===== src/design/amg_ram.sv =====
// ----------------------------------------------------------------------------
// amg_ram - generic synchronous RAM
// One write port and one read port, read data registered.
// ----------------------------------------------------------------------------
`default_nettype none

module amg_ram #(
   parameter int unsigned WIDTH = 32,
   parameter int unsigned DEPTH = 16
) (
   input  wire logic                     clock,
   input  wire logic                     we,
   input  wire logic [$clog2(DEPTH)-1:0] waddr,
   input  wire logic [WIDTH-1:0]         wdata,
   input  wire logic [$clog2(DEPTH)-1:0] raddr,
   output      logic [WIDTH-1:0]         rdata
);

   logic [WIDTH-1:0] mem_ff [DEPTH];
   logic [WIDTH-1:0] rdata_ff;

   // Write, and register the read word
   always_ff @(posedge clock) begin
      if (we) begin
         mem_ff[waddr] <= wdata;
      end
      rdata_ff <= mem_ff[raddr];
   end

   assign rdata = rdata_ff;

endmodule

`default_nettype wire


===== config.mk =====
export PLATFORM = sky130hd
export DESIGN_NAME = amg_ram
export DESIGN_NICKNAME = d
export VERILOG_FILES = /design/src/design/amg_ram.sv
export SDC_FILE = /design/constraint.sdc
export NUM_CORES = 1
export LEC_CHECK = 0
export ABC_CLOCK_PERIOD_IN_PS = 5600
export BUFFER_PORTS_ARGS = -buffer_cell sky130_fd_sc_hd__buf_2
export CORE_ASPECT_RATIO = 0.75
export CORE_UTILIZATION = 52
export DETAILED_ROUTE_END_ITERATION = 10
export GPL_TIMING_DRIVEN = 1
export PLACE_DENSITY = 0.69
export SLEW_MARGIN = 10
export SYNTH_ARGS = -nofsm -noshare
export SYNTH_HDL_FRONTEND = slang
export SYNTH_SLANG_ARGS = --single-unit

===== constraint.sdc =====
create_clock -name clock -period 5.6 [get_ports clock]
set_clock_uncertainty 0.05 [all_clocks]
set_input_delay 0.56 -clock clock [delete_from_list [all_inputs] [get_ports clock]]
set_output_delay 0.56 -clock clock [all_outputs]
set_load 0.02 [all_outputs]

==> impl_metrics.py, run 1 <==
metrics = {
    "placement": {
        "gp_congestion": 0.707,
        "dpl.cell_count": 1396,
        "port_buffers": 73,
        "place_area_um2": 21000,
        "dp.final_hpwl_um": 20900,
    },
    "floorplan": {
        "fp.dieH_um": 171,
        "die_x_um": 228,
        "core_area_um2": 37300,
        "rows": 61,
        "initial_core_util_pct": 53.2,
        "dieArea_um2": 39000,
        "io_pins": 74,
    },
    "drt": {
        "wl_per_cell_um": 27.8,
        "post-route-drc-count": 0,
        "wirelength_um": 41300,
        "num_vias": 9047,
        "drt_iter0_markers": 1007,
        "firstDrtPassIters": 5,
        "avgViaCountPerCell": 6.08,
        "ant_nets": 0,
    },
    "clocking": {
        "cts_buffers": 49,
        "clk_path_buf_depth": 3,
        "insertion_delay_ps": 560,
        "cts_root_buf": "clkbuf_16",
        "cts_sinks": 544,
        "htree_levels": 2,
        "clkTransAtPathRegs_ps": 60,
        "cts_resized": 0,
        "cts_hold_buf": 0,
        "cts_tree": "yes",
        "post-cts-setup-buffers": 0,
    },
    "timing": {
        "slew_headroom_pct": 18.9,
        "post-route-period-util_pct": 40.7,
        "setup_viol_count_final": 0,
        "worst_pin_slew_ps": 1210,
        "rsz0062_at_grt": "no",
        "hold_viol": 0,
        "fmax_mhz": 439,
        "min_period_ps": 2280,
        "slew_violations": 0,
        "timing.setup.tns_ps": 0,
    },
    "critical_path": {
        "r2r-end": "rdata[20]",
        "path_max_fanout": 69,
        "cp.arrival_ps": 2670,
        "cp_top_family": "buffers and inverters",
        "crit_path_end_kind": "register",
        "path_cells": "buf_4 > buf_4 > mux4_2 > a22oi_1 > nand2_1",
        "r2r-start": "mem_ff[2][20]",
        "crit_end": "rdata[31]",
        "crit_start": "raddr[1]",
        "critPathKind": "input pin to register",
        "path_buf_inv": 2,
        "max_stage_delay_ps": 760,
        "rr_worst_depth": 3,
        "regToRegSetupSlack_ps": 4190,
        "required_ps": 5990,
        "cp_slowest_cell": "buf_4",
        "crit_top_cell": "buf_4",
        "critPathLaunchType": "input pin",
        "crit_cells": 5,
    },
    "power": {
        "pwr-share-seq_pct": 54.8,
        "vdd_drop_max_mv": 0.315,
        "p_leak_nw": 7.25,
        "power_mw": 8.35,
        "intPower_mw": 6.62,
        "power_density_nw_per_um2": 370,
        "switching_share_pct": 20.7,
        "clock_power_share_pct": 40.2,
        "p_comb_share_pct": 5.0,
        "p_sw_mw": 1.73,
    },
    "final_layout": {
        "num-fill-cells": 2560,
        "syn_to_final_growth_pct": 13.7,
        "final_nets": 985,
        "instances_no_fill": 1487,
        "stdcell_area_um2": 22600,
        "post-route-util_pct": 60.5,
        "drive_gt1_share_pct": 32.8,
    },
    "synthesis": {
        "synth_flop_cell": "edfxtp_1",
        "ys_top_cells_by_count": "edfxtp_1, mux4_2, a22oi_1",
        "synth_edf_count": 512,
        "async_flop_share_pct": 0,
        "synthTopCellsByArea": "edfxtp_1, mux4_2, dfxtp_1",
        "synth_warnings": 0,
        "ys_ff_latch": 544,
        "ys_seq_area_share_pct": 80.7,
        "synth_cell_types": 18,
        "yosysTopAreaCellShare_pct": 77.4,
        "synth_cells": 838,
        "synth_nets": 880,
        "synth_area_leader_cell": "edfxtp_1",
        "syn_area_um2": 19900,
        "synth_most_common_cell": "edfxtp_1",
        "syn_area_per_cell_um2": 23.7,
    },
    "job": {
        "cap_violations": 0,
    },
    "run_status": {
        "outcome": "completed",
    },
    "grt": {
        "grt_pass1_vias": 9294,
        "gr-total-overflow": 0,
        "grt_pass1_wl_um": 61300,
        "grtUsageTotal_pct": 22.2,
        "grt_max_degree": 70,
        "antenna_found_initial": 1,
    },
    "min_path": {
        "hold_path_depth": 1,
        "hp-class": "input pin to register",
    },
}
[worst min-delay path by stage]
stage / from / to / slack (ps)
finish: wdata[11] / mem_ff[4][11] / 320
global route: wdata[22] / mem_ff[5][22] / 310
CTS: wdata[17] / mem_ff[6][17] / 290
detailed placement: mem_ff[14][6] / rdata[6] / 610
global placement: mem_ff[14][9] / rdata[9] / 600
floorplan: mem_ff[14][0] / rdata[0] / 580
[registers in the layout, indices dropped and copies added (netlist names)]
register,count
mem_ff,512
rdata,32
[routing by layer]
layer  vias to the layer above  wire length, um  track usage (%)
met4                         0              631             4.90
met5                         -                0                0
met2                       351            19900             35.0
li1                       3773                -                -
met1                      4882            17900             33.1
met3                        41             2950             3.74
[worst register-to-register path, delay by kind of cell (launching register included)]
family | cells | cell delay (ps)
AOI/OAI and AO/OA | 1 | 210
DFF | 1 | 370
muxes | 1 | 500
and+or+nand+nor | 1 | 140
[cell type report]
type | instances | area, um^2 | share of cell area, %
clock inverters | 18 | 155 | 0.687
diodes | 1 | 2.50 | 0.0111
clock buffers | 72 | 1470 | 6.50
multi-input cells | 251 | 3750 | 16.6
repair buffers | 97 | 557 | 2.47
flip-flops and latches | 544 | 16000 | 70.9
well taps | 504 | 631 | 2.79
[metrics by stage]
stage | setup slack (ps) | hold WS [ps]
after floorplan | 1810 | 585
after global placement | 2740 | 602
after detailed placement | 2740 | 605
after CTS | 3320 | 292
after global routing | 3180 | 308
final | 3320 | 322
[power groups by stage]
| stage | Clock (mW) | Combinational [mW] | Sequential [mW] |
|---|---|---|---|
| 2_1_floorplan | 0 | 0.219 | 4.69 |
| 3_3_place_gp | 0 | 0.418 | 4.66 |
| 3_5_place_dp | 0 | 0.424 | 4.66 |
| 4_1_cts | 3.41 | 0.425 | 4.58 |
| 5_1_grt | 3.55 | 0.452 | 4.58 |
| 6_report | 3.35 | 0.419 | 4.58 |
[cell families after synthesis]
| family | after synthesis | synth area share, % |
|---|---|---|
| and+or+nand+nor | 59 | 1.27 |
| DFF | 544 | 80.7 |
| muxes | 128 | 14.5 |
| AOI/OAI and AO/OA | 64 | 2.42 |
| buffers and inverters | 43 | 1.12 |
[layout by cell type, fill, tap and decap left out, drive strengths merged]
master / Yosys / routed
edfxtp: 512 / 512
bufinv: 0 / 2
nor2b: 2 / 2
or3b: 1 / 1
mux4: 128 / 128
clkinv: 0 / 12
a22oi: 64 / 64
dfxtp: 32 / 32
nor2: 13 / 13
nand2: 33 / 33
and2: 1 / 1
nand3b: 2 / 2
buf: 26 / 96
diode: 0 / 1
nor3: 4 / 4
nand2b: 2 / 2
clkbuf: 17 / 73
clkinvlp: 0 / 2
nand3: 1 / 1
inv: 0 / 2
(Power assumes the default switching activity.)
==> inputs of run 2 (changes only) <==
- ABC_CLOCK_PERIOD_IN_PS: 5600 -> 2100
- clock period: 5.6 -> 2.1 ns (I/O delays scaled with it)
==> run 2 against run 1 <==
Net effect:
- register-to-register slack worse by 3500 ps
- critical path depth down 4
- worst setup slack worse by 2600 ps
- wire length up 1.5%
- largest cell class unchanged
==> impl_metrics.py, run 2 (synthesis results as in run 1) <==
metrics = {
    "timing": {
        "slew_headroom_pct": 34.0,
        "hold_viol": 0,
        "setup_viol_count_final": 0,
        "fmax_mhz": 708,
        "min_period_ps": 1410,
        "worst_pin_slew_ps": 991,
        "rsz0062_at_grt": "no",
        "post-route-period-util_pct": 67.2,
        "slew_violations": 0,
        "whs_ps": 157,
    },
    "critical_path": {
        "max_stage_delay_ps": 400,
        "required_ps": 1840,
        "path_cells": "buf_2",
        "cp_slowest_cell": "dfxtp_1",
        "path_max_fanout": 1,
        "critPathKind": "register to output port",
        "critPathLaunchType": "register",
        "path_buf_inv": 1,
        "cp.arrival_ps": 1150,
        "cp_top_family": "flip-flops",
        "crit_path_end_kind": "output port",
    },
    "floorplan": {
        "core_area_um2": 37300,
        "io_pins": 74,
        "dieArea_um2": 39000,
        "fp.dieH_um": 171,
        "rows": 61,
        "initial_core_util_pct": 53.2,
        "die_x_um": 228,
    },
    "final_layout": {
        "stdcell_area_um2": 23600,
        "post-route-util_pct": 63.3,
        "largest_reg_flops": 512,
        "final_cell_mix": "edfxtp_1, mux4_2, buf_2, a22oi_1, clkbuf_16",
        "syn_to_final_growth_pct": 18.9,
        "instances_no_fill": 1554,
        "final_nets": 1050,
        "drive_gt1_share_pct": 33.3,
        "final_common_cell": "edfxtp_1",
        "regMostFlops": "mem_ff",
    },
    "grt": {
        "grt_pass1_vias": 9682,
        "grt_max_degree": 36,
        "antenna_found_initial": 2,
        "gr-total-overflow": 0,
        "grtUsageTotal_pct": 22.5,
        "grt_pass1_wl_um": 62100,
    },
    "power": {
        "vdd_drop_max_mv": 0.689,
        "clock_power_share_pct": 40.3,
        "intPower_mw": 18.1,
        "switching_share_pct": 20.0,
        "p_sw_mw": 4.51,
        "pwr-share-seq_pct": 54.1,
        "p_leak_nw": 7.69,
        "power_density_nw_per_um2": 956,
        "p_comb_share_pct": 5.6,
    },
    "drt": {
        "avgViaCountPerCell": 5.99,
        "ant_nets": 0,
        "wirelength_um": 42000,
        "post-route-drc-count": 0,
        "wl_per_cell_um": 27.0,
        "firstDrtPassIters": 5,
        "drt_iter0_markers": 954,
        "num_vias": 9301,
    },
    "clocking": {
        "cts_tree": "yes",
        "htree_levels": 2,
        "clk_path_buf_depth": 3,
        "post-cts-setup-buffers": 0,
        "insertion_delay_ps": 570,
        "clkTransAtPathRegs_ps": 60,
        "cts_hold_buf": 32,
        "cts_root_buf": "clkbuf_16",
        "cts_sinks": 544,
        "cts_buffers": 50,
        "cts_resized": 0,
    },
    "placement": {
        "gp_congestion": 0.740,
        "dp.final_hpwl_um": 23200,
        "port_buffers": 73,
        "place_area_um2": 21600,
        "dpl.cell_count": 1428,
    },
    "run_status": {
        "outcome": "completed",
    },
    "job": {
        "cap_violations": 0,
    },
    "min_path": {
        "hp-class": "input pin to register",
    },
}
[run 2: cell types whose count changed in the layout (fill, tap and decap cells not counted), sizes merged, moves of 2 or more]
cell,change
inv,-2
clkbuf,+5
dlygate4sd3,+32
bufinv,+2
clkinvlp,-2
buf,+32
[run 2: stage by stage]
stage | worst slack [ps] | setup TNS, ps | total power, mW
finish | 688 | 0 | 22.6
global route | 613 | 0 | 23.3
CTS | 650 | 0 | 22.8
detailed placement | 242 | 0 | 13.7
global placement | 259 | 0 | 13.6
floorplan | -468 | -58040 | 13.1
[run 2: path summary, 6_finish.rpt]
path	start	slack (ps)	cells after the start	end
worst max-delay path	rdata[18]	690	1	rdata[18]
worst min-delay path	raddr[3]	160	4	rdata[30]
worst max register to register	mem_ff[3][21]	720	3	rdata[21]
worst min register to register	mem_ff[15][23]	610	3	rdata[23]
[run 2: power groups by stage]
stage          combinational [mW]  sequential, mW  clock [mW]
6_report                     1.26            12.2        9.10
5_1_grt                      1.35            12.2        9.70
4_1_cts                      1.27            12.2        9.27
3_5_place_dp                 1.22            12.4           0
3_3_place_gp                 1.19            12.4           0
2_1_floorplan               0.588            12.5           0
[run 2: final cells by class]
| type | count | area, um^2 |
|---|---|---|
| Clock buffer | 77 | 1500 |
| Sequential cell | 544 | 16000 |
| Antenna cell | 2 | 5.00 |
| Clock inverter | 15 | 169 |
| Tap cell | 504 | 631 |
| Timing Repair Buffer | 161 | 1520 |
| Multi-Input combinational cell | 251 | 3770 |
| Fill cell | 2477 | 13700 |
[run 2: per-layer routing]
layer	vias to the layer above	routed length [um]	part of all wire, %	GRT usage, %
li1	3927	-	-	-
met1	4928	17800	42	32.8
met2	380	20200	48	35.6
met3	66	3150	7.5	4.00
met4	0	828	2.0	6.22
met5	-	0	0	0
==> inputs of run 3 (changes only) <==
- ABC_CLOCK_PERIOD_IN_PS: 2100 -> 1300
- clock period: 2.1 -> 1.3 ns (I/O delays scaled with it)
==> run 3 against run 2 <==
Net effect:
- the flow now finishes with violations (setup timing)
- clock power up 55%
- worst hold slack lost 69 ps
- utilization up 1.9 points
- first-iteration DRC count is 4.4% lower
- via count increased by 0.63%
- die area unchanged
- final cell count up 2.6%
- critical path depth rose by 2
- total power grew 60%
- final area grew 3.0%
- sequential share of layout area shrank 1.9 points
- combinational power increased by 83%
- largest power group unchanged
==> impl_metrics.py, run 3 (synthesis results as in run 1) <==
metrics = {
    "timing": {
        "slew_headroom_pct": 31.9,
        "post-route-period-util_pct": 103,
        "hold_viol": 0,
        "min_period_ps": 1340,
        "fmax_mhz": 748,
        "rsz0062_at_grt": "yes",
        "worst_slack_ps": -37.3,
        "setup_viol_count_final": 5,
        "slew_violations": 0,
        "worst_pin_slew_ps": 1020,
    },
    "floorplan": {
        "dieArea_um2": 39000,
        "rows": 61,
        "fp.dieH_um": 171,
        "io_pins": 74,
        "initial_core_util_pct": 53.2,
        "die_x_um": 228,
        "core_area_um2": 37300,
    },
    "drt": {
        "highest_layer": "met4",
        "ant_nets": 0,
        "wl_per_cell_um": 26.6,
        "wl_met2_um": 20000,
        "wirelength_um": 42300,
        "avgViaCountPerCell": 5.87,
        "post-route-drc-count": 0,
        "wl_met3_um": 2830,
        "drt-met1-wl_um": 18600,
        "num_vias": 9360,
        "firstDrtPassIters": 5,
        "drt_iter0_markers": 912,
    },
    "placement": {
        "dp.final_hpwl_um": 24600,
        "gp_congestion": 0.753,
        "port_buffers": 73,
    },
    "critical_path": {
        "crit_path_end_kind": "register",
        "critPathKind": "register to register",
        "critPathLaunchType": "register",
        "path_max_fanout": 1,
        "cp.arrival_ps": 1740,
        "required_ps": 1700,
    },
    "power": {
        "p_leak_nw": 7.95,
        "intPower_mw": 28.7,
        "power_density_nw_per_um2": 1490,
        "clock_power_share_pct": 39.1,
        "vdd_drop_max_mv": 1.14,
        "p_sw_mw": 7.48,
        "p_comb_share_pct": 6.4,
        "power_mw": 36.2,
        "switching_share_pct": 20.7,
        "pwr-share-seq_pct": 54.6,
    },
    "clocking": {
        "htree_levels": 2,
        "clk_path_buf_depth": 3,
        "post-cts-setup-buffers": 0,
        "cts_sinks": 544,
        "clkTransAtPathRegs_ps": 60,
        "cts_buffers": 50,
        "insertion_delay_ps": 580,
        "cts_root_buf": "clkbuf_16",
        "cts_tree": "yes",
    },
    "final_layout": {
        "syn_to_final_growth_pct": 22.4,
        "final_cell_mix": "edfxtp_1, mux4_2, buf_4, buf_2, clkbuf_16",
        "post-route-util_pct": 65.1,
        "drive_gt1_share_pct": 40.8,
        "num-fill-cells": 2382,
        "regArea_um2": 16000,
        "final_nets": 1090,
        "multi_input_area_um2": 4030,
        "regMostFlops": "mem_ff",
        "largest_reg_flops": 512,
        "final_common_cell": "edfxtp_1",
    },
    "grt": {
        "antenna_found_initial": 2,
        "grt_pass1_wl_um": 63000,
        "grt_pass1_vias": 9693,
        "grtUsageTotal_pct": 22.9,
        "gr-total-overflow": 0,
        "grt_max_degree": 29,
    },
    "run_status": {
        "violations": "setup timing",
        "outcome": "finished with violations",
    },
    "job": {
        "cap_violations": 0,
    },
    "min_path": {
        "hp-class": "input pin to register",
    },
}
-- run 3: through the flow --
step	area (um^2)	setup WS [ps]	setup TNS [ps]	hold WS [ps]	instances
after floorplan	20200	-589	-124290	179	838
after global placement	22100	-338	-107450	454	1468
after detailed placement	22100	-342	-111960	453	1468
after CTS	24100	-53.3	-182	91.5	1592
after global routing	24300	-105	-646	105	1592
final	24300	-37.3	-108	87.8	1594
-- run 3: power by group through the flow --
| stage | clock [mW] | combinational [mW] | sequential (mW) |
|---|---|---|---|
| 3_5_place_dp | 0 | 2.12 | 20.1 |
| 5_1_grt | 15.0 | 2.46 | 19.8 |
| 6_report | 14.1 | 2.30 | 19.8 |
| 3_3_place_gp | 0 | 2.08 | 20.1 |
| 2_1_floorplan | 0 | 1.03 | 20.2 |
| 4_1_cts | 14.4 | 2.25 | 19.8 |
-- run 3: worst paths after layout --
| check | from | end | slack, ps | cells past startpoint |
|---|---|---|---|---|
| setup / recovery | mem_ff[7][1] | rdata[1] | -40 | 3 |
| hold / removal | raddr[0] | rdata[11] | 90 | 4 |
| setup reg to reg | mem_ff[7][1] | rdata[1] | -40 | 3 |
| hold reg to reg | mem_ff[7][31] | rdata[31] | 620 | 3 |
-- run 3: per-layer routing --
layer | vias up | GRT usage, %
li1 | 4008 | -
met1 | 4978 | 34.1
met2 | 311 | 35.4
met3 | 63 | 3.96
met4 | 0 | 6.51
met5 | - | 0
-- run 3: repair_timing --
action                                  CTS  global route
endpoints found under the hold margin   512             0
endpoints found under the setup margin   26            35
hold buffers                             32             0
gates resized for setup                  33            39
pin swaps                                11            26
-- run 3: cell type report --
| class | instances | area share (%) |
|---|---|---|
| clock buffers | 72 | 5.90 |
| well taps | 504 | 2.59 |
| diodes | 2 | 0.0206 |
| multi-input cells | 251 | 16.6 |
| repair buffers | 201 | 8.37 |
| clock inverters | 20 | 0.587 |
| flip-flops and latches | 544 | 65.9 |
-- run 3: worst max-delay path: stages, from the launching register on --
cell and delay, ps:
edfxtp_1 380, mux4_2 550, a22oi_2 160, nand2_1 90
