===== src/design/amg_pkg.sv =====
// ----------------------------------------------------------------------------
// amg_pkg - shared types and constants of the adjacency matrix graph store
// Operation and status codes, controller states, request and response
// layouts and default sizes.
// ----------------------------------------------------------------------------
`default_nettype none

package amg_pkg;

   // Default sizes, handed to the top level as parameter defaults
   localparam int unsigned DEF_MAX_VERTICES = 16;
   localparam int unsigned DEF_KEY_BITS     = 32;

   // Fixed field widths
   localparam int unsigned KIND_W    = 3;
   localparam int unsigned KEY_IN_W  = 32;
   localparam int unsigned WEIGHT_W  = 32;
   localparam int unsigned STATUS_W  = 3;
   localparam int unsigned SLOT_OUT_W  = 4;
   localparam int unsigned TOTAL_OUT_W = 5;

   // One edge entry: presence bit above the cost
   localparam int unsigned EDGE_W = WEIGHT_W + 1;

   // Stream payload widths
   localparam int unsigned REQ_TDATA_W = 96;
   localparam int unsigned REQ_TUSER_W = KIND_W;
   localparam int unsigned RSP_TDATA_W = 48;

   typedef enum logic [KIND_W-1:0] {
      KIND_ADD_VERTEX = 3'd0,
      KIND_DEL_VERTEX = 3'd1,
      KIND_ADD_EDGE   = 3'd2,
      KIND_DEL_EDGE   = 3'd3,
      KIND_FIND       = 3'd4,
      KIND_QUERY_EDGE = 3'd5
   } kind_type;

   typedef enum logic [STATUS_W-1:0] {
      STAT_OK          = 3'd0,
      STAT_DUPLICATE   = 3'd1,
      STAT_FULL        = 3'd2,
      STAT_NOT_FOUND   = 3'd3,
      STAT_EDGE_EXISTS = 3'd4
   } status_type;

   typedef enum logic [2:0] {
      ST_IDLE,
      ST_SEARCH,
      ST_SCAN_END,
      ST_DECIDE,
      ST_EDGE,
      ST_MIRROR,
      ST_CLEAR,
      ST_DONE
   } state_type;

   typedef struct packed {
      kind_type                   kind;
      logic [KEY_IN_W-1:0]        key_a;
      logic [KEY_IN_W-1:0]        key_b;
      logic signed [WEIGHT_W-1:0] edge_weight;
   } req_type;

   // First member in the highest bits: status ends up lowest
   typedef struct packed {
      logic                       is_full;
      logic                       is_empty;
      logic [TOTAL_OUT_W-1:0]     vertex_total;
      logic signed [WEIGHT_W-1:0] edge_value;
      logic                       edge_found;
      logic [SLOT_OUT_W-1:0]      slot;
      status_type                 status;
   } rsp_type;

endpackage

`default_nettype wire


===== src/design/amg_ctrl.sv =====
// ----------------------------------------------------------------------------
// amg_ctrl - operation sequencer of the graph store
// Scans the key memory once per operation and decides the outcome. Edge
// operations then read and may write the edge memory; an added vertex's
// row and column are wiped. Slot valid bits and vertex count are flip-flops.
// ----------------------------------------------------------------------------
`default_nettype none

module amg_ctrl #(
   parameter int unsigned MAX_VERTICES = amg_pkg::DEF_MAX_VERTICES,
   parameter int unsigned KEY_BITS     = amg_pkg::DEF_KEY_BITS
) (
   input  wire logic                                         clock,
   input  wire logic                                         reset,
   // request side
   input  wire logic                                         req_valid,
   output      logic                                         req_ready,
   input  wire amg_pkg::req_type                             req,
   // mode and result register handshake
   input  wire logic                                         directed,
   input  wire logic                                         out_free,
   output      logic                                         done,
   output      amg_pkg::rsp_type                             rsp,
   // key memory
   output      logic                                         key_we,
   output      logic [$clog2(MAX_VERTICES)-1:0]              key_waddr,
   output      logic [KEY_BITS-1:0]                          key_wdata,
   output      logic [$clog2(MAX_VERTICES)-1:0]              key_raddr,
   input  wire logic [KEY_BITS-1:0]                          key_rdata,
   // edge memory
   output      logic                                         edge_we,
   output      logic [$clog2(MAX_VERTICES*MAX_VERTICES)-1:0] edge_waddr,
   output      logic [amg_pkg::EDGE_W-1:0]                   edge_wdata,
   output      logic [$clog2(MAX_VERTICES*MAX_VERTICES)-1:0] edge_raddr,
   input  wire logic [amg_pkg::EDGE_W-1:0]                   edge_rdata
);

   import amg_pkg::*;

   localparam int unsigned SLOT_W  = $clog2(MAX_VERTICES);
   localparam int unsigned CNT_W   = $clog2(MAX_VERTICES + 1);
   localparam int unsigned EDGE_AW = $clog2(MAX_VERTICES * MAX_VERTICES);
   localparam int unsigned CLR_W   = $clog2(2 * MAX_VERTICES);

   // Keys compare in their low KEY_BITS bits
   function automatic logic [KEY_BITS-1:0] mask_key(input logic [KEY_IN_W-1:0] k);
      logic [63:0] wide;
      wide = 64'(k);
      return wide[KEY_BITS-1:0];
   endfunction

   // Flat edge index of (row, col)
   function automatic logic [EDGE_AW-1:0] edge_index(input logic [SLOT_W-1:0] row,
                                                     input logic [SLOT_W-1:0] col);
      return EDGE_AW'(EDGE_AW'(row) * EDGE_AW'(MAX_VERTICES) + EDGE_AW'(col));
   endfunction

   state_type                  state_ff, state_in;
   req_type                    op_ff, op_in;
   logic [SLOT_W-1:0]          cnt_ff, cnt_in;
   logic                       rd_vld_ff, rd_vld_in;
   logic [SLOT_W-1:0]          rd_idx_ff, rd_idx_in;
   logic                       a_hit_ff, a_hit_in;
   logic [SLOT_W-1:0]          a_idx_ff, a_idx_in;
   logic                       b_hit_ff, b_hit_in;
   logic [SLOT_W-1:0]          b_idx_ff, b_idx_in;
   logic                       free_hit_ff, free_hit_in;
   logic [SLOT_W-1:0]          free_idx_ff, free_idx_in;
   logic [MAX_VERTICES-1:0]    slot_used_ff, slot_used_in;
   logic [CNT_W-1:0]           count_ff, count_in;
   logic [CLR_W-1:0]           clr_cnt_ff, clr_cnt_in;
   status_type                 res_status_ff, res_status_in;
   logic [SLOT_W-1:0]          res_slot_ff, res_slot_in;
   logic                       res_found_ff, res_found_in;
   logic signed [WEIGHT_W-1:0] res_value_ff, res_value_in;

   logic [KEY_BITS-1:0] ka_key;
   logic [KEY_BITS-1:0] kb_key;
   logic                rd_used;
   logic [CLR_W-1:0]    clr_j;
   logic [7:0]          slot_wide;
   logic [7:0]          total_wide;

   assign ka_key  = mask_key(op_ff.key_a);
   assign kb_key  = mask_key(op_ff.key_b);
   assign rd_used = slot_used_ff[rd_idx_ff];
   assign clr_j   = (clr_cnt_ff < CLR_W'(MAX_VERTICES)) ?
                    clr_cnt_ff : CLR_W'(clr_cnt_ff - CLR_W'(MAX_VERTICES));

   // Control registers
   always_ff @(posedge clock) begin
      if (reset) begin
         state_ff     <= ST_IDLE;
         rd_vld_ff    <= 1'b0;
         slot_used_ff <= '0;
         count_ff     <= '0;
      end else begin
         state_ff     <= state_in;
         rd_vld_ff    <= rd_vld_in;
         slot_used_ff <= slot_used_in;
         count_ff     <= count_in;
      end
   end

   // Operation and scan payload
   always_ff @(posedge clock) begin
      op_ff         <= op_in;
      cnt_ff        <= cnt_in;
      rd_idx_ff     <= rd_idx_in;
      a_hit_ff      <= a_hit_in;
      a_idx_ff      <= a_idx_in;
      b_hit_ff      <= b_hit_in;
      b_idx_ff      <= b_idx_in;
      free_hit_ff   <= free_hit_in;
      free_idx_ff   <= free_idx_in;
      clr_cnt_ff    <= clr_cnt_in;
      res_status_ff <= res_status_in;
      res_slot_ff   <= res_slot_in;
      res_found_ff  <= res_found_in;
      res_value_ff  <= res_value_in;
   end

   // Next state and memory accesses
   always_comb begin
      state_in      = state_ff;
      op_in         = op_ff;
      cnt_in        = cnt_ff;
      rd_vld_in     = 1'b0;
      rd_idx_in     = rd_idx_ff;
      a_hit_in      = a_hit_ff;
      a_idx_in      = a_idx_ff;
      b_hit_in      = b_hit_ff;
      b_idx_in      = b_idx_ff;
      free_hit_in   = free_hit_ff;
      free_idx_in   = free_idx_ff;
      slot_used_in  = slot_used_ff;
      count_in      = count_ff;
      clr_cnt_in    = clr_cnt_ff;
      res_status_in = res_status_ff;
      res_slot_in   = res_slot_ff;
      res_found_in  = res_found_ff;
      res_value_in  = res_value_ff;

      req_ready  = 1'b0;
      done       = 1'b0;
      key_we     = 1'b0;
      key_waddr  = free_idx_ff;
      key_wdata  = ka_key;
      key_raddr  = cnt_ff;
      edge_we    = 1'b0;
      edge_waddr = edge_index(a_idx_ff, b_idx_ff);
      edge_wdata = '0;
      edge_raddr = edge_index(a_idx_ff, b_idx_ff);

      // Compare the key word that arrived this cycle
      if (rd_vld_ff) begin
         if (rd_used && key_rdata == ka_key && !a_hit_ff) begin
            a_hit_in = 1'b1;
            a_idx_in = rd_idx_ff;
         end
         if (rd_used && key_rdata == kb_key && !b_hit_ff) begin
            b_hit_in = 1'b1;
            b_idx_in = rd_idx_ff;
         end
         if (!rd_used && !free_hit_ff) begin
            free_hit_in = 1'b1;
            free_idx_in = rd_idx_ff;
         end
      end

      case (state_ff)
         ST_IDLE: begin
            req_ready = 1'b1;
            if (req_valid) begin
               op_in         = req;
               cnt_in        = '0;
               a_hit_in      = 1'b0;
               b_hit_in      = 1'b0;
               free_hit_in   = 1'b0;
               res_status_in = STAT_OK;
               res_slot_in   = '0;
               res_found_in  = 1'b0;
               res_value_in  = '0;
               state_in      = ST_SEARCH;
            end
         end

         // Issue one key read per cycle
         ST_SEARCH: begin
            rd_vld_in = 1'b1;
            rd_idx_in = cnt_ff;
            if (cnt_ff == SLOT_W'(MAX_VERTICES - 1)) begin
               state_in = ST_SCAN_END;
            end else begin
               cnt_in = cnt_ff + 1'b1;
            end
         end

         // Last compare lands here
         ST_SCAN_END: begin
            state_in = ST_DECIDE;
         end

         ST_DECIDE: begin
            state_in = ST_DONE;
            case (op_ff.kind)
               KIND_ADD_VERTEX: begin
                  if (count_ff >= CNT_W'(MAX_VERTICES)) begin
                     res_status_in = STAT_FULL;
                  end else if (a_hit_ff) begin
                     res_status_in = STAT_DUPLICATE;
                     res_slot_in   = a_idx_ff;
                  end else if (!free_hit_ff) begin
                     res_status_in = STAT_FULL;
                  end else begin
                     // Take the slot, then wipe its row and column
                     key_we                    = 1'b1;
                     slot_used_in[free_idx_ff] = 1'b1;
                     count_in                  = count_ff + 1'b1;
                     res_slot_in               = free_idx_ff;
                     clr_cnt_in                = '0;
                     state_in                  = ST_CLEAR;
                  end
               end
               KIND_DEL_VERTEX: begin
                  if (a_hit_ff) begin
                     slot_used_in[a_idx_ff] = 1'b0;
                     if (count_ff != '0) begin
                        count_in = count_ff - 1'b1;
                     end
                     res_slot_in = a_idx_ff;
                  end else begin
                     res_status_in = STAT_NOT_FOUND;
                  end
               end
               KIND_FIND: begin
                  if (a_hit_ff) begin
                     res_slot_in = a_idx_ff;
                  end else begin
                     res_status_in = STAT_NOT_FOUND;
                  end
               end
               KIND_ADD_EDGE, KIND_DEL_EDGE, KIND_QUERY_EDGE: begin
                  if (a_hit_ff) begin
                     res_slot_in = a_idx_ff;
                  end
                  if (!a_hit_ff || !b_hit_ff) begin
                     res_status_in = STAT_NOT_FOUND;
                  end else begin
                     // Edge read issued through edge_raddr
                     state_in = ST_EDGE;
                  end
               end
               default: begin
               end
            endcase
         end

         // Edge word for (a, b) is on edge_rdata
         ST_EDGE: begin
            state_in = ST_DONE;
            case (op_ff.kind)
               KIND_ADD_EDGE: begin
                  if (edge_rdata[WEIGHT_W]) begin
                     res_status_in = STAT_EDGE_EXISTS;
                  end else begin
                     edge_we    = 1'b1;
                     edge_wdata = {1'b1, op_ff.edge_weight};
                     if (!directed) begin
                        state_in = ST_MIRROR;
                     end
                  end
               end
               KIND_DEL_EDGE: begin
                  edge_we = 1'b1;
                  if (!directed) begin
                     state_in = ST_MIRROR;
                  end
               end
               KIND_QUERY_EDGE: begin
                  res_found_in = edge_rdata[WEIGHT_W];
                  if (edge_rdata[WEIGHT_W]) begin
                     res_value_in = edge_rdata[WEIGHT_W-1:0];
                  end
               end
               default: begin
               end
            endcase
         end

         // Reverse entry for undirected mode
         ST_MIRROR: begin
            edge_we    = 1'b1;
            edge_waddr = edge_index(b_idx_ff, a_idx_ff);
            if (op_ff.kind == KIND_ADD_EDGE) begin
               edge_wdata = {1'b1, op_ff.edge_weight};
            end
            state_in = ST_DONE;
         end

         // Row of the new slot first, then its column
         ST_CLEAR: begin
            edge_we = 1'b1;
            if (clr_cnt_ff < CLR_W'(MAX_VERTICES)) begin
               edge_waddr = edge_index(res_slot_ff, SLOT_W'(clr_j));
            end else begin
               edge_waddr = edge_index(SLOT_W'(clr_j), res_slot_ff);
            end
            if (clr_cnt_ff == CLR_W'(2 * MAX_VERTICES - 1)) begin
               state_in = ST_DONE;
            end else begin
               clr_cnt_in = clr_cnt_ff + 1'b1;
            end
         end

         // Hold until the result register can take the transfer
         ST_DONE: begin
            if (out_free) begin
               done     = 1'b1;
               state_in = ST_IDLE;
            end
         end

         default: begin
            state_in = ST_IDLE;
         end
      endcase
   end

   // Pack the result
   assign slot_wide  = 8'(res_slot_ff);
   assign total_wide = 8'(count_ff);

   always_comb begin
      rsp.status       = res_status_ff;
      rsp.slot         = slot_wide[SLOT_OUT_W-1:0];
      rsp.edge_found   = res_found_ff;
      rsp.edge_value   = res_value_ff;
      rsp.vertex_total = total_wide[TOTAL_OUT_W-1:0];
      rsp.is_empty     = (count_ff == '0);
      rsp.is_full      = (count_ff >= CNT_W'(MAX_VERTICES));
   end

   // Vertex count tracks the valid bits
   a_count_matches : assert property (@(posedge clock) disable iff (reset)
      32'(count_ff) == $countones(slot_used_ff))
      else $error("vertex count differs from used slots");

   // A key is only ever written into a free slot
   a_key_to_free : assert property (@(posedge clock) disable iff (reset)
      key_we |-> !slot_used_ff[key_waddr])
      else $error("key write into a used slot");

   // Edge writes need both ends found, apart from the row/column wipe
   a_edge_ends : assert property (@(posedge clock) disable iff (reset)
      edge_we |-> (state_ff == ST_CLEAR) || (a_hit_ff && b_hit_ff))
      else $error("edge write without both vertices");

   // An accepted request starts a key scan
   a_accept_scans : assert property (@(posedge clock) disable iff (reset)
      (req_valid && req_ready) |=> (state_ff == ST_SEARCH) && (cnt_ff == '0))
      else $error("request accepted without starting a scan");

endmodule

`default_nettype wire

===== config.mk =====
export PLATFORM = sky130hd
export DESIGN_NAME = amg_ctrl
export DESIGN_NICKNAME = d
export VERILOG_FILES = /design/src/design/amg_pkg.sv /design/src/design/amg_ctrl.sv
export SDC_FILE = /design/constraint.sdc
export NUM_CORES = 1
export LEC_CHECK = 0
export BUFFER_PORTS_ARGS = -buffer_cell sky130_fd_sc_hd__buf_2
export CAP_MARGIN = 20
export CORE_UTILIZATION = 50
export CTS_CLUSTER_DIAMETER = 30
export DETAILED_ROUTE_END_ITERATION = 6
export MAX_ROUTING_LAYER = met4
export PLACE_DENSITY = 0.87
export SETUP_SLACK_MARGIN = 0.3
export SLEW_MARGIN = 20
export SYNTH_ARGS = -nofsm -noshare
export SYNTH_HDL_FRONTEND = slang
export SYNTH_SLANG_ARGS = --single-unit
export TNS_END_PERCENT = 1

===== constraint.sdc =====
create_clock -name clock -period 4.2 [get_ports clock]
set_clock_uncertainty 0.15 [all_clocks]
set_input_delay 0.42 -clock clock [delete_from_list [all_inputs] [get_ports clock]]
set_output_delay 0.42 -clock clock [all_outputs]
set_load 0.01 [all_outputs]

==> results of run 1 <==
==> critical path: stages (launching register included) <==
cell and delay (ns):
edfxtp_1 0.53, or4b_4 0.61, nor4_2 0.54, buf_2 0.25
==> state kept, by name, indices dropped and copies added, names as in the netlist <==
signal,cells
b_hit_ff,1
slot_used_ff,16
rd_vld_ff,1
key_waddr,4
kb_key,32
free_hit_ff,1
key_wdata,32
clr_cnt_ff,5
count_ff,5
res_status_ff,3
b_idx_ff,4
state_ff,3
res_found_ff,1
op_ff,35
key_raddr,4
a_idx_ff,4
res_slot_ff,4
a_hit_ff,1
rd_idx_ff,4
res_value_ff,32
==> cells by family (layout without fill, tap and decap cells) <==
kind of cell,after synthesis,in the layout,share of synthesized area
adder cells (fa/ha/maj),7,7,0.0111
buffers and inverters,77,364,0.0500
AND/OR/NAND/NOR,195,195,0.127
multiplexers,25,25,0.0321
other,0,1,0
flip-flops,192,192,0.639
XOR/XNOR,72,72,0.0734
AO/OA/AOI/OAI,87,87,0.0672
==> final cells by class <==
type                       instances  area (um^2)
fill                            1279         5980
sequential                       192         5490
multi-input combinational        386         2690
timing repair buffer             318         1640
clock buffer                      17          425
tap                              220          275
clock inverter                    15          149
inverter                          14         55.1
antenna                            1         2.50
==> per-layer routing <==
| metal | wire [um] | track usage | vias up |
|---|---|---|---|
| li1 | - | - | 2929 |
| met1 | 8090 | 0.276 | 2951 |
| met2 | 10800 | 0.418 | 338 |
| met3 | 1610 | 0.0479 | 31 |
| met4 | 384 | 0.0862 | 0 |
| met5 | 0 | - | - |
==> Yosys cell counts, drive strengths merged, types with 2 or more instances <==
cell and instances:
edfxtp 164, xnor2 67, nor2 40, buf 38, and2 34, and3 34
dfxtp 28, clkbuf 25, a21oi 22, nand2 19, o21ai 17, nand4 16
mux2i 14, inv 13, nand3 11, o22ai 11, mux2 10, o211ai 9
nand2b 8, nor3 7, nor4 7, ha 6, nand3b 6, o311ai 5
xor2 5, a21o 4, or3 3, or4 3, a211oi 2, a31o 2
a31oi 2, a32o 2, and3b 2, nor2b 2, o32ai 2
==> power groups by stage <==
stage                     Sequential [mW]  Clock [mW]  Combinational [mW]
after floorplan                      2.99           0               0.936
after global placement               2.98           0                1.39
after detailed placement             3.00           0                1.41
after CTS                            2.96        1.60                1.42
after global routing                 3.01        1.66                1.54
final                                2.96        1.58                1.42
==> path summary, 6_finish.rpt <==
check | from | end | slack [ns] | cells past startpoint
max | op_ff[96]$_DFFE_PP_ | key_we | 1.27 | 3
min | req[45] | kb_key[13]$_DFFE_PP_ | 0.01 | 1
max reg2reg | op_ff[96]$_DFFE_PP_ | count_ff[4]$_SDFFE_PP0P_ | 1.42 | 8
min reg2reg | free_hit_ff$_DFF_P_ | free_hit_ff$_DFF_P_ | 0.34 | 2
==> repair_timing <==
item | CTS | global route
endpoints found under the hold margin | 4 | 1
endpoints found under the setup margin | 0 | 0
hold buffers | 4 | 1
buffers inserted | 0 | 0
==> results.cfg, run 1 <==
[grt]
first_global_vias = 6164
globalRouteTotalUtil = 0.241
grt_max_degree = 60
antenna_found_initial = 1
grt_pass1_wl_um = 31300
grt-ovfl-total = 0

[synth]
synth_nets = 831
yosysTopAreaCell = edfxtp_1
synth-edff-count = 164
ys_types = 56
synth_area_um2 = 8590
synthTopCellsByArea = edfxtp_1 57%, xnor2_1 6.8%, dfxtp_1 6.5%, buf_4 2.9%, and2_1 2.5%
ys_seq_area_frac = 0.639
synth_top_area_share = 0.574
synth_ff_type = edfxtp_1
syn_avg_cell_area_um2 = 13.1
yosysWarnings = 0
async_flop_share = 0
syn_inst = 655
ys_ff_latch = 192

[floorplanning]
die_x_um = 133
rows = 47
start_util = 0.514
ios = 309
fp.dieArea_um2 = 17700
die_h_um = 133
core_um2 = 16700

[cells_and_area]
drive_above_1_share = 0.386
mostFrequentLayoutCell = buf_2
area_growth_pct = 24.9
fin_util = 0.642
fin_area_um2 = 10700
fin_cells = 1163
final_cell_mix = 308 x buf_2, 164 x edfxtp_1, 67 x xnor2_1
fin_nets = 1105

[detailed_routing]
final_antenna_net_count = 0
num_vias = 6249
post_drt_wl_per_cell_um = 18.0
drc_errors = 0
firstDrtPassIters = 5
drtIter0Drc = 450
viasPerCell = 5.37
routed_wl_um = 20900

[setup_path]
crit_path_start_kind = flip-flop
worstPathMaxFanout = 9
critPathCaptureType = output pin
crit_type = reg -> out
cp_data_arrival_time_ns = 2.36
critPathRequiredTime_ns = 3.63

[timing]
maxSlewViolCount = 0
finalSetupTns_ns = 0
tightest_slew_ns = 0.705
slew_headroom = 0.527
hold_viol = 0
max_freq_mhz = 341
fin_ws_ns = 1.27
grt_setup_unrepaired = no
whs_ns = 0.0144
timing.final.crit_share = 0.697
setup_viol = 0
period_needed_ns = 2.93

[clock_tree]
clock-root-buffer = clkbuf_16
clkTransAtPathRegs_ns = 0.07
cts_sinks = 192
cts_tree = yes
cts_made_buffers = 17
max-clock-path-buffers = 2
worstSkewPairLatency_ns = 0.42
ctsResizeCount = 0
htree_levels = 4

[placed_design]
dpl_cell_area_um2 = 10100
hpwlAfterDp_um = 15700
pre_cts_slack_ns = 1.42
place_inst = 1125
port-buffer-count = 308
gp_congestion = 0.877

[power]
power_density_nw_per_um2 = 556
power_frac_comb = 0.238
p_sw_frac = 0.318
p_seq_frac = 0.498
p_sw_mw = 1.90
ir_worst_vdd_mv = 0.356
p_leak_nw = 4.48
clkPwrFrac = 0.264
power_mw = 5.96
p_int_mw = 4.06

[job]
cap_violations = 0

[run_status]
status = finished, final reports clean

[min_path]
min_path_type = in -> reg
Power figures use the tool's default switching activity.
==> inputs of run 2 (changes only) <==
Clock period 4.2 ns to 3.05 ns, I/O delays scaled along.
==> run 2 against run 1 <==
Routed wire length increased by 22%. Hold slack gained 0.019 ns. Die area did not move. Total power up 42%. Via count grew 12%.
==> results.cfg, run 2 (synthesis gave the netlist of run 1 again) <==
[timing]
timing.final.crit_share = 0.869
fin_ws_ns = 0.398
maxSlewViolCount = 0
grt_setup_unrepaired = yes
tightest_slew_ns = 0.681
slew_headroom = 0.542
setup_viol = 0
period_needed_ns = 2.65
hold_viol = 0
max_freq_mhz = 377
finalSetupTns_ns = 0
whs_ns = 0.0330

[placed_design]
gp_congestion = 0.935
pre_cts_slack_ns = 0.499
port-buffer-count = 308
hpwlAfterDp_um = 16000
dpl_cell_area_um2 = 10100

[clock_tree]
cts_sinks = 192
clkTransAtPathRegs_ns = 0.07
clock-root-buffer = clkbuf_16
max-clock-path-buffers = 2
htree_levels = 4
worstSkewPairLatency_ns = 0.43
cts_made_buffers = 17
cts_tree = yes

[job]
cap_violations = 0

[cells_and_area]
mostFrequentLayoutCell = buf_2
drive_above_1_share = 0.361
final_cell_mix = 308 x buf_2, 164 x edfxtp_1, 99 x dlygate4sd3_1
area_growth_pct = 36.8
fin_nets = 1208
largest_register = op_ff
fin_area_um2 = 11700
largest_register_ffs = 35
diodes = 0

[grt]
globalRouteTotalUtil = 0.298
grt_pass1_wl_um = 38600
antenna_found_initial = 0
first_global_vias = 7176
grt_max_degree = 66
grt-ovfl-total = 0

[detailed_routing]
num_vias = 6968
firstDrtPassIters = 5
drtIter0Drc = 528
viasPerCell = 5.51
drc_errors = 0
final_antenna_net_count = 0
post_drt_wl_per_cell_um = 20.2
routed_wl_um = 25500

[min_path]
hold_depth = 2
min_path_type = in -> reg

[floorplanning]
ios = 309
die_x_um = 133
fp.dieArea_um2 = 17700
core_um2 = 16700
start_util = 0.514
rows = 47
die_h_um = 133

[setup_path]
crit_path_cell_trace = nand2b_1, a2111oi_4, buf_4, and2_1, buf_2
cp_data_arrival_time_ns = 2.20
critPathMaxStageDelay_ns = 0.46
critPathRequiredTime_ns = 2.59
slowest_stage = edfxtp_1
worstPathMaxFanout = 33
critPathCaptureType = output pin
r2r_cells = 5
crit_type = reg -> out
crit_path_start_kind = flip-flop

[power]
clkPwrFrac = 0.256
power_frac_comb = 0.259
ir_worst_vdd_mv = 0.503
p_int_mw = 5.65
power_density_nw_per_um2 = 722
p_sw_frac = 0.333
power_mw = 8.48
p_seq_frac = 0.485
p_sw_mw = 2.82
p_leak_nw = 4.91

[run_status]
status = finished, final reports clean
-- run 2: changes by cell type in the layout (fill, tap and decap cells not counted), moves of 2 or more --
cell           previous run  this run
dfxtp_2                   0         2
dlygate4sd3_1             5        99
dfxtp_1                  28        26
inv_8                     3         6
inv_6                     4         2
buf_4                     4        13
-- run 2: through the flow --
step / utilization / instances
global route: 0.703 / 1265
detailed placement: 0.606 / 1128
floorplan: - / 655
CTS: 0.700 / 1259
global placement: 0.606 / 1128
finish: 0.703 / 1265
-- run 2: area by class of cell --
| cell class | count | area, um^2 |
|---|---|---|
| clock inverters | 15 | 143 |
| well taps | 220 | 275 |
| clock buffers | 17 | 425 |
| inverters | 14 | 56.3 |
| fillers | 1103 | 4960 |
| repair buffers | 421 | 2650 |
| flip-flops and latches | 192 | 5490 |
| multi-input cells | 386 | 2710 |
-- run 2: what timing repair did --
item | CTS | global route
hold buffers | 99 | 0
hold endpoints to repair | 99 | 0
resized for setup | 1 | 1
endpoints found under the setup margin | 33 | 41
setup buffers | 0 | 6
-- run 2: worst max-delay path: cells and delay by family (launching register included) --
kind | cells | cell delay, ns
buffers and inverters | 2 | 0.47
AOI/OAI and AO/OA | 1 | 0.36
and+or+nand+nor | 2 | 0.47
DFF | 1 | 0.46
-- run 2: routing by layer --
| layer | track usage | part of all wire |
|---|---|---|
| met5 | - | 0 |
| met4 | 0.114 | 0.031 |
| met3 | 0.0544 | 0.074 |
| met2 | 0.522 | 0.52 |
| met1 | 0.339 | 0.37 |
-- run 2: worst paths after layout --
kind / start / endpoint / slack, ns
max: op_ff[98]$_DFFE_PP_ / edge_wdata[31] / 0.40
max reg2reg: rd_idx_ff[2]$_DFFE_PP_ / b_idx_ff[0]$_DFFE_PP_ / 0.45
min: edge_rdata[30] / res_value_ff[30]$_SDFFCE_PN0P_ / 0.03
min reg2reg: free_hit_ff$_DFF_P_ / free_hit_ff$_DFF_P_ / 0.34
-- run 2: power groups by stage --
| stage | clock (mW) | combinational, mW | sequential, mW |
|---|---|---|---|
| after detailed placement | 0 | 1.99 | 4.14 |
| after global routing | 2.29 | 2.35 | 4.17 |
| after floorplan | 0 | 1.35 | 4.10 |
| after CTS | 2.17 | 2.11 | 4.09 |
| after global placement | 0 | 1.93 | 4.10 |
| final | 2.17 | 2.19 | 4.11 |
